## src/hw/rtl/xfrr_pkg.sv

```systemverilog
// shared types and constants of the xor framed response receiver
package xfrr_pkg;

    localparam logic [1:0] ACT_ARM  = 2'd0;
    localparam logic [1:0] ACT_BYTE = 2'd1;
    localparam logic [1:0] ACT_TICK = 2'd2;

    localparam logic [2:0] PH_IDLE     = 3'd0;
    localparam logic [2:0] PH_SCAN     = 3'd1;
    localparam logic [2:0] PH_OPCODE   = 3'd2;
    localparam logic [2:0] PH_STATUS   = 3'd3;
    localparam logic [2:0] PH_PAYLOAD  = 3'd4;
    localparam logic [2:0] PH_CHECKSUM = 3'd5;

    localparam logic [2:0] OUT_OK       = 3'd0;
    localparam logic [2:0] OUT_TIMEOUT  = 3'd1;
    localparam logic [2:0] OUT_OPCODE   = 3'd2;
    localparam logic [2:0] OUT_STATUS   = 3'd3;
    localparam logic [2:0] OUT_CHECKSUM = 3'd4;

    localparam logic [1:0] REG_MAGIC_FIRST  = 2'd0;
    localparam logic [1:0] REG_MAGIC_SECOND = 2'd1;
    localparam logic [1:0] REG_STATUS_OK    = 2'd2;
    localparam logic [1:0] REG_TIMEOUT      = 2'd3;

    localparam logic [7:0]  MAGIC_FIRST_RST  = 8'd109;
    localparam logic [7:0]  MAGIC_SECOND_RST = 8'd115;
    localparam logic [7:0]  STATUS_OK_RST    = 8'd0;
    localparam logic [15:0] TIMEOUT_RST      = 16'd1000;

    localparam int IN_DATA_W  = 32;
    localparam int OUT_DATA_W = 24;

    typedef struct packed {
        logic [1:0]  action;
        logic [7:0]  expected_op;
        logic [15:0] body_len;
        logic [7:0]  rx_byte;
    } item_t;

    typedef struct packed {
        logic        is_final;
        logic [7:0]  data_byte;
        logic [2:0]  outcome;
        logic [7:0]  status_seen;
    } result_t;

endpackage

```

## src/hw/rtl/xfrr_in_stage.sv

```systemverilog
// input register stage holding one accepted transaction
module xfrr_in_stage
(
    input  logic                  clk,
    input  logic                  rst_n,
    input  logic                  in_valid,
    output logic                  in_ready,
    input  xfrr_pkg::item_t       in_item,
    input  logic                  advance,
    output logic                  item_valid,
    output xfrr_pkg::item_t       item
);

    logic            valid_reg;
    logic            valid_next;
    xfrr_pkg::item_t item_reg;

    assign in_ready   = !valid_reg || advance;
    assign valid_next = in_ready ? in_valid : valid_reg;

    always_ff @(posedge clk or negedge rst_n)
    begin
        if (!rst_n)
        begin
            valid_reg <= 1'b0;
        end
        else
        begin
            valid_reg <= valid_next;
        end
    end

    always_ff @(posedge clk)
    begin
        if (in_ready && in_valid)
        begin
            item_reg <= in_item;
        end
    end

    assign item_valid = valid_reg;
    assign item       = item_reg;

endmodule

```

## src/hw/rtl/xfrr_core.sv

```systemverilog
// receive state machine, configuration registers and result generation
module xfrr_core
(
    input  logic                  clk,
    input  logic                  rst_n,
    input  logic                  cfg_we,
    input  logic [1:0]            cfg_index,
    input  logic [15:0]           cfg_data,
    input  logic                  step,
    input  xfrr_pkg::item_t       item,
    output logic                  res_valid,
    output xfrr_pkg::result_t     res
);

    logic [7:0]  magic_first_reg;
    logic [7:0]  magic_second_reg;
    logic [7:0]  status_ok_reg;
    logic [15:0] timeout_reg;

    logic [2:0]  phase_reg, phase_next;
    logic [7:0]  prev_byte_reg, prev_byte_next;
    logic [7:0]  run_xor_reg, run_xor_next;
    logic [15:0] bytes_left_reg, bytes_left_next;
    logic [15:0] tick_count_reg, tick_count_next;
    logic [7:0]  wanted_op_reg, wanted_op_next;
    logic [7:0]  status_byte_reg, status_byte_next;
    logic        status_good_reg, status_good_next;

    logic [15:0] tick_inc;
    logic [15:0] bytes_dec;
    logic [7:0]  b;

    always_ff @(posedge clk or negedge rst_n)
    begin
        if (!rst_n)
        begin
            magic_first_reg  <= xfrr_pkg::MAGIC_FIRST_RST;
            magic_second_reg <= xfrr_pkg::MAGIC_SECOND_RST;
            status_ok_reg    <= xfrr_pkg::STATUS_OK_RST;
            timeout_reg      <= xfrr_pkg::TIMEOUT_RST;
        end
        else if (cfg_we)
        begin
            unique case (cfg_index)
                xfrr_pkg::REG_MAGIC_FIRST:  magic_first_reg  <= cfg_data[7:0];
                xfrr_pkg::REG_MAGIC_SECOND: magic_second_reg <= cfg_data[7:0];
                xfrr_pkg::REG_STATUS_OK:    status_ok_reg    <= cfg_data[7:0];
                xfrr_pkg::REG_TIMEOUT:      timeout_reg      <= cfg_data;
                default:                    magic_first_reg  <= magic_first_reg;
            endcase
        end
    end

    assign b         = item.rx_byte;
    assign tick_inc  = (tick_count_reg == 16'hFFFF) ? tick_count_reg : tick_count_reg + 16'd1;
    assign bytes_dec = bytes_left_reg - 16'd1;

    always_comb
    begin
        phase_next       = phase_reg;
        prev_byte_next   = prev_byte_reg;
        run_xor_next     = run_xor_reg;
        bytes_left_next  = bytes_left_reg;
        tick_count_next  = tick_count_reg;
        wanted_op_next   = wanted_op_reg;
        status_byte_next = status_byte_reg;
        status_good_next = status_good_reg;
        res_valid        = 1'b0;
        res.is_final     = 1'b1;
        res.data_byte    = 8'd0;
        res.outcome      = xfrr_pkg::OUT_OK;

        if (item.action == xfrr_pkg::ACT_ARM)
        begin
            phase_next       = xfrr_pkg::PH_SCAN;
            wanted_op_next   = item.expected_op;
            bytes_left_next  = item.body_len;
            prev_byte_next   = 8'd0;
            run_xor_next     = 8'd0;
            tick_count_next  = 16'd0;
            status_byte_next = 8'd0;
            status_good_next = 1'b0;
        end
        else if (phase_reg != xfrr_pkg::PH_IDLE && item.action == xfrr_pkg::ACT_TICK)
        begin
            tick_count_next = tick_inc;
            if (tick_inc >= timeout_reg)
            begin
                phase_next  = xfrr_pkg::PH_IDLE;
                res_valid   = 1'b1;
                res.outcome = xfrr_pkg::OUT_TIMEOUT;
            end
        end
        else if (phase_reg != xfrr_pkg::PH_IDLE && item.action == xfrr_pkg::ACT_BYTE)
        begin
            unique case (phase_reg)
                xfrr_pkg::PH_SCAN:
                begin
                    if (prev_byte_reg == magic_first_reg && b == magic_second_reg)
                    begin
                        run_xor_next    = magic_first_reg ^ magic_second_reg;
                        tick_count_next = 16'd0;
                        phase_next      = xfrr_pkg::PH_OPCODE;
                    end
                    else
                    begin
                        prev_byte_next = b;
                    end
                end
                xfrr_pkg::PH_OPCODE:
                begin
                    tick_count_next = 16'd0;
                    wanted_op_next  = wanted_op_reg ^ b;
                    run_xor_next    = run_xor_reg ^ b;
                    phase_next      = xfrr_pkg::PH_STATUS;
                end
                xfrr_pkg::PH_STATUS:
                begin
                    tick_count_next  = 16'd0;
                    status_byte_next = b;
                    run_xor_next     = run_xor_reg ^ b;
                    if (wanted_op_reg != 8'd0)
                    begin
                        phase_next  = xfrr_pkg::PH_IDLE;
                        res_valid   = 1'b1;
                        res.outcome = xfrr_pkg::OUT_OPCODE;
                    end
                    else
                    begin
                        status_good_next = (b == status_ok_reg);
                        phase_next = ((b == status_ok_reg) && bytes_left_reg != 16'd0)
                                     ? xfrr_pkg::PH_PAYLOAD : xfrr_pkg::PH_CHECKSUM;
                    end
                end
                xfrr_pkg::PH_PAYLOAD:
                begin
                    tick_count_next = 16'd0;
                    run_xor_next    = run_xor_reg ^ b;
                    bytes_left_next = bytes_dec;
                    if (bytes_dec == 16'd0)
                    begin
                        phase_next = xfrr_pkg::PH_CHECKSUM;
                    end
                    res_valid     = 1'b1;
                    res.is_final  = 1'b0;
                    res.data_byte = b;
                end
                xfrr_pkg::PH_CHECKSUM:
                begin
                    tick_count_next = 16'd0;
                    phase_next      = xfrr_pkg::PH_IDLE;
                    res_valid       = 1'b1;
                    if (b != run_xor_reg)
                    begin
                        res.outcome = xfrr_pkg::OUT_CHECKSUM;
                    end
                    else
                    begin
                        res.outcome = status_good_reg ? xfrr_pkg::OUT_OK
                                                      : xfrr_pkg::OUT_STATUS;
                    end
                end
                default:
                begin
                    phase_next = xfrr_pkg::PH_IDLE;
                end
            endcase
        end
        res.status_seen = status_byte_next;
    end

    always_ff @(posedge clk or negedge rst_n)
    begin
        if (!rst_n)
        begin
            phase_reg       <= xfrr_pkg::PH_IDLE;
            prev_byte_reg   <= 8'd0;
            run_xor_reg     <= 8'd0;
            bytes_left_reg  <= 16'd0;
            tick_count_reg  <= 16'd0;
            wanted_op_reg   <= 8'd0;
            status_byte_reg <= 8'd0;
            status_good_reg <= 1'b0;
        end
        else if (step)
        begin
            phase_reg       <= phase_next;
            prev_byte_reg   <= prev_byte_next;
            run_xor_reg     <= run_xor_next;
            bytes_left_reg  <= bytes_left_next;
            tick_count_reg  <= tick_count_next;
            wanted_op_reg   <= wanted_op_next;
            status_byte_reg <= status_byte_next;
            status_good_reg <= status_good_next;
        end
    end

endmodule

```

## src/hw/rtl/xfrr_out_stage.sv

```systemverilog
// result register feeding the output stream
module xfrr_out_stage
(
    input  logic                  clk,
    input  logic                  rst_n,
    input  logic                  load,
    input  logic                  res_valid,
    input  xfrr_pkg::result_t     res,
    output logic                  room,
    output logic                  out_valid,
    input  logic                  out_ready,
    output xfrr_pkg::result_t     out_res
);

    logic              valid_reg;
    logic              valid_next;
    xfrr_pkg::result_t res_reg;

    assign room = !valid_reg || out_ready;

    always_comb
    begin
        valid_next = valid_reg;
        if (load)
        begin
            valid_next = res_valid;
        end
        else if (out_ready)
        begin
            valid_next = 1'b0;
        end
    end

    always_ff @(posedge clk or negedge rst_n)
    begin
        if (!rst_n)
        begin
            valid_reg <= 1'b0;
        end
        else
        begin
            valid_reg <= valid_next;
        end
    end

    always_ff @(posedge clk)
    begin
        if (load && res_valid)
        begin
            res_reg <= res;
        end
    end

    assign out_valid = valid_reg;
    assign out_res   = res_reg;

endmodule

```

## src/hw/rtl/xor_framed_response_receiver_top.sv

```systemverilog
// top level of the xor framed response receiver
//
//  channel  dir  handshake          payload
//  s_       in   s_tvalid/s_tready  s_tuser action, s_tdata op/len/byte
//  m_       out  m_tvalid/m_tready  m_tuser is_final, m_tdata byte/outcome/status
//  cfg_     in   cfg_we             cfg_index, cfg_data
//
// one transaction per cycle while m_tready does not stall; a result is offered
// on m_tvalid from the result register, loaded from the input register
// all control state clears on rst_n; configuration returns to its defaults
// a stall on m_tready holds the result register and backs up into the input
// register before s_tready drops
module xor_framed_response_receiver_top
(
    input  logic        clk,
    input  logic        rst_n,
    input  logic        s_tvalid,
    output logic        s_tready,
    input  logic [31:0] s_tdata,   // expected_op, body_len, rx_byte
    input  logic [1:0]  s_tuser,   // action
    output logic        m_tvalid,
    input  logic        m_tready,
    output logic [23:0] m_tdata,   // data_byte, outcome, status_seen, zero fill
    output logic        m_tuser,   // is_final
    input  logic        cfg_we,
    input  logic [1:0]  cfg_index,
    input  logic [15:0] cfg_data
);

    xfrr_pkg::item_t   in_item;
    xfrr_pkg::item_t   item;
    xfrr_pkg::result_t res;
    xfrr_pkg::result_t out_res;
    logic              item_valid;
    logic              room;
    logic              advance;
    logic              res_valid;

    assign in_item.action      = s_tuser;
    assign in_item.expected_op = s_tdata[7:0];
    assign in_item.body_len    = s_tdata[23:8];
    assign in_item.rx_byte     = s_tdata[31:24];

    assign advance = item_valid && room;

    xfrr_in_stage u_in
    (
        .clk        (clk),
        .rst_n      (rst_n),
        .in_valid   (s_tvalid),
        .in_ready   (s_tready),
        .in_item    (in_item),
        .advance    (advance),
        .item_valid (item_valid),
        .item       (item)
    );

    xfrr_core u_core
    (
        .clk        (clk),
        .rst_n      (rst_n),
        .cfg_we     (cfg_we),
        .cfg_index  (cfg_index),
        .cfg_data   (cfg_data),
        .step       (advance),
        .item       (item),
        .res_valid  (res_valid),
        .res        (res)
    );

    xfrr_out_stage u_out
    (
        .clk        (clk),
        .rst_n      (rst_n),
        .load       (advance),
        .res_valid  (res_valid),
        .res        (res),
        .room       (room),
        .out_valid  (m_tvalid),
        .out_ready  (m_tready),
        .out_res    (out_res)
    );

    assign m_tuser = out_res.is_final;
    assign m_tdata = {5'd0, out_res.status_seen, out_res.outcome, out_res.data_byte};

endmodule
```

## config.mk

```make
export PLATFORM = sky130hd
export DESIGN_NAME = xor_framed_response_receiver_top
export DESIGN_NICKNAME = d
export VERILOG_FILES = /design/src/hw/rtl/xfrr_pkg.sv /design/src/hw/rtl/xfrr_in_stage.sv /design/src/hw/rtl/xfrr_core.sv /design/src/hw/rtl/xfrr_out_stage.sv /design/src/hw/rtl/xor_framed_response_receiver_top.sv
export SDC_FILE = /design/constraint.sdc
export NUM_CORES = 1
export LEC_CHECK = 0
export BUFFER_PORTS_ARGS = -buffer_cell sky130_fd_sc_hd__buf_2
export CORE_ASPECT_RATIO = 2
export CORE_MARGIN = 3
export CORE_UTILIZATION = 40
export CTS_CLUSTER_DIAMETER = 120
export CTS_CLUSTER_SIZE = 28
export DETAILED_ROUTE_END_ITERATION = 12
export GPL_ROUTABILITY_DRIVEN = 0
export HOLD_SLACK_MARGIN = 0.06
export PLACE_DENSITY = 0.55
export SYNTH_ARGS = -nofsm -noshare
export SYNTH_HDL_FRONTEND = slang
export SYNTH_SLANG_ARGS = --single-unit
```

## constraint.sdc

```tcl
create_clock -name clk -period 5.7 [get_ports clk]
set_input_delay 0.57 -clock clk [delete_from_list [all_inputs] [get_ports clk]]
set_output_delay 0.57 -clock clk [all_outputs]
set_load 0.02 [all_outputs]
```

==> impl_metrics.tcl <==
set metrics [dict create \
    grt_pass1_wl_um 33640 \
    cp_max_fo 20 \
    htreeDepth 4 \
    layout-drive-gt1-share_pct 21.61 \
    cellLeakagePower_nw 4.011 \
    final_util_pct 46.54 \
    relSlewSlack_pct 21.41 \
    synth_compound_area_share_pct 13.34 \
    placed_cell_area_sq_um 8984 \
    ctsResizeCount 0 \
    antenna_cells 0 \
    syn2layout_area_growth_pct 13.60 \
    regToRegStartpoint "u_core.tick_count_reg[0]" \
    ir_worst_vdd_mv 0.2620 \
    cp.required_ns 5.88 \
    cap_violations 0 \
    setup_tns_ns 0 \
    synth_mux_area_share_pct 6.805 \
    dieArea_sq_um 22930 \
    drc 0 \
    largest_register_ffs 34 \
    num_rows 74 \
    max_freq_ghz 0.2391 \
    yosysWarnings 0 \
    cts_tree "done" \
    reg2reg_to "u_out.out_res[5]" \
    ys.flop_type "dfrtp_1" \
    core_area_sq_um 20550 \
    initial_utilization_pct 40.97 \
    cts_buffer_depth 2 \
    end_kind "flip-flop" \
    grt.overflow.total 0 \
    rsz0062_at_grt "false" \
    drtIter0Drc 223 \
    dp_hpwl_um 15880 \
    ys_seq_elements 164 \
    grt_max_degree 68 \
    synth-xor-area-share_pct 5.513 \
    routedWlPerCell_um 18.76 \
    synth_top_family_by_area "simple AND/OR/NAND/NOR gates" \
    synth.distinct_cells 59 \
    cts_setup_buffers 0 \
    synth-adder-area-share_pct 2.972 \
    die_h_um 211.2 \
    nNetsFinal 934 \
    reg2regPathDepth 16 \
    final_cell_mix "dfrtp_1, nand2_1, buf_2" \
    grt_usage_pct 19.66 \
    antenna_found_initial 0 \
    cts.sinks 164 \
    wirelength_um 21310 \
    synth_area_sq_um 8421 \
    rrSetupSlack_ns 1.52 \
    crit_arrival_ns 4.36 \
    synth_edf_count 54 \
    syn_avg_cell_area_sq_um 10.50 \
    worstSetupStartpointType "flip-flop" \
    async_flop_share_pct 67.07 \
    yosysSeqAreaShare_pct 52.18 \
    route.vias.total 6055 \
    path_class "flip-flop to flip-flop" \
    firstDrtPassIters 4 \
    report.final.slew_viol_count 0 \
    hold_viol 0 \
    ios 84 \
    worstMarginPinSlew_ns 1.175 \
    avgViaCountPerCell 5.330 \
    clk_latency_ns 0.44 \
    synthSimpleGateAreaFrac_pct 15.36 \
    period_share_pct 73.37 \
    final_common_cell "dfrtp_1" \
    root_buffer "clkbuf_16" \
    outcome "completed" \
    antenna_left 0 \
    power_density_nw_per_um2 390.1 \
    hp-class "input pin to async pin" \
    cts_buffers 17 \
    clk_pin_slew_ns 0.06 \
    setup_viol 0 \
    min_period_ns 4.182 \
    grt_pass1_vias 6206 \
    synth_cells 802 \
    skew_ns 0.01144 \
    design_area_sq_um 9565 \
    dieWidth_um 108.6 \
    io_buffers 78 \
    cts-hold-fix-buffers 0 \
]
[routing by layer]
layer  wire length (um)  vias up  GRT usage [%]
met2              12660      105          38.09
met5                  0        -              0
li1                   -     2974              -
met3                479       37          3.334
met4                823        0          9.459
met1               7348     2939          19.53
[worst max-delay path by stage]
stage,start,end,slack (ns),cells after the start
finish,u_core.tick_count_reg[0],u_out.out_res[5],1.52,16
global route,u_core.tick_count_reg[0],u_out.out_res[7],1.14,16
CTS,u_core.tick_count_reg[0],u_out.out_res[11],1.50,16
detailed placement,u_core.tick_count_reg[0],u_out.out_res[14],1.55,16
global placement,u_core.tick_count_reg[0],u_out.out_res[11],1.60,16
floorplan,u_core.tick_count_reg[0],u_out.out_res[0],1.12,17
[power breakdown]
part	switching, mW	internal, mW
registers	0.271	1.47
logic	0.481	0.386
clock network	0.474	0.651
[final cells by class]
class,count,area (sq um)
clock buffers,21,481.7
clock inverters,11,100.1
fillers,1944,10990
inverters,22,82.58
multi-input cells,568,3736
flip-flops and latches,164,4394
well taps,266,332.8
repair buffers,84,437.9
[metrics by stage]
| stage | cells | hold WS (ns) | setup WS (ns) | power (mW) |
|---|---|---|---|---|
| finish | 1136 | 0.2365 | 1.518 | 3.731 |
| floorplan | 806 | 0.2744 | 1.120 | 2.354 |
| global route | 1136 | 0.2820 | 1.142 | 3.973 |
| CTS | 1136 | 0.2582 | 1.498 | 3.776 |
| global placement | 1104 | 0.4567 | 1.597 | 2.617 |
| detailed placement | 1104 | 0.4656 | 1.547 | 2.634 |
[cells in the mapped netlist, drive strengths merged (3+ instances only)]
| cell type | instances | area, sq um |
|---|---|---|
| o21ai | 71 | 355.3 |
| o2bb2ai | 9 | 78.83 |
| a31oi | 9 | 56.30 |
| edfxtp | 54 | 1622 |
| o31ai | 3 | 22.52 |
| o41ai | 3 | 33.79 |
| dfstp | 16 | 420.4 |
| nor4 | 11 | 81.32 |
| nor2 | 44 | 167.7 |
| nor3b | 11 | 82.58 |
| xor2 | 31 | 271.5 |
| mux2 | 42 | 473.0 |
| mux2i | 10 | 100.1 |
| or4 | 4 | 30.03 |
| nor3 | 23 | 115.1 |
| nand4 | 9 | 56.30 |
| xnor2 | 22 | 192.7 |
| o21a | 5 | 37.54 |
| o22ai | 6 | 37.54 |
| a21oi | 41 | 205.2 |
| nand3b | 4 | 30.03 |
| ha | 20 | 250.2 |
| clkbuf | 35 | 131.4 |
| buf | 17 | 103.9 |
| and2 | 13 | 81.33 |
| dfrtp | 94 | 2352 |
| nand2 | 84 | 315.3 |
| inv | 22 | 82.58 |
| nand2b | 11 | 68.82 |
| a22o | 13 | 113.9 |
| or2 | 7 | 43.79 |
| o211ai | 4 | 30.03 |
| nand3 | 17 | 85.08 |
| a211oi | 5 | 42.54 |
| a22oi | 5 | 37.54 |
| nor2b | 8 | 50.05 |
[critical path, cell delays in order (launching register included)]
cell      delay [ns]
dfrtp_1         0.44
ha_1            0.23
nand2_1         0.13
nor4_2          0.46
nand2b_1        0.28
nand2b_1        0.33
nor2_1          0.11
xor2_1          0.17
ha_1            0.32
a21oi_1         0.15
o221ai_1        0.14
o21a_1          0.14
a41o_1          0.24
and2_1          0.16
nor3_1          0.28
nor3_2          0.07
buf_4           0.26
[logic make-up after synthesis]
logic type,Yosys count
and+or+nand+nor,256
AOI/OAI and AO/OA,182
DFF,164
buffers and inverters,74
xor gates and xnor gates,53
muxes,52
adders and majority gates,20
other,1
Note: power is estimated with default switching activity, not from simulation.
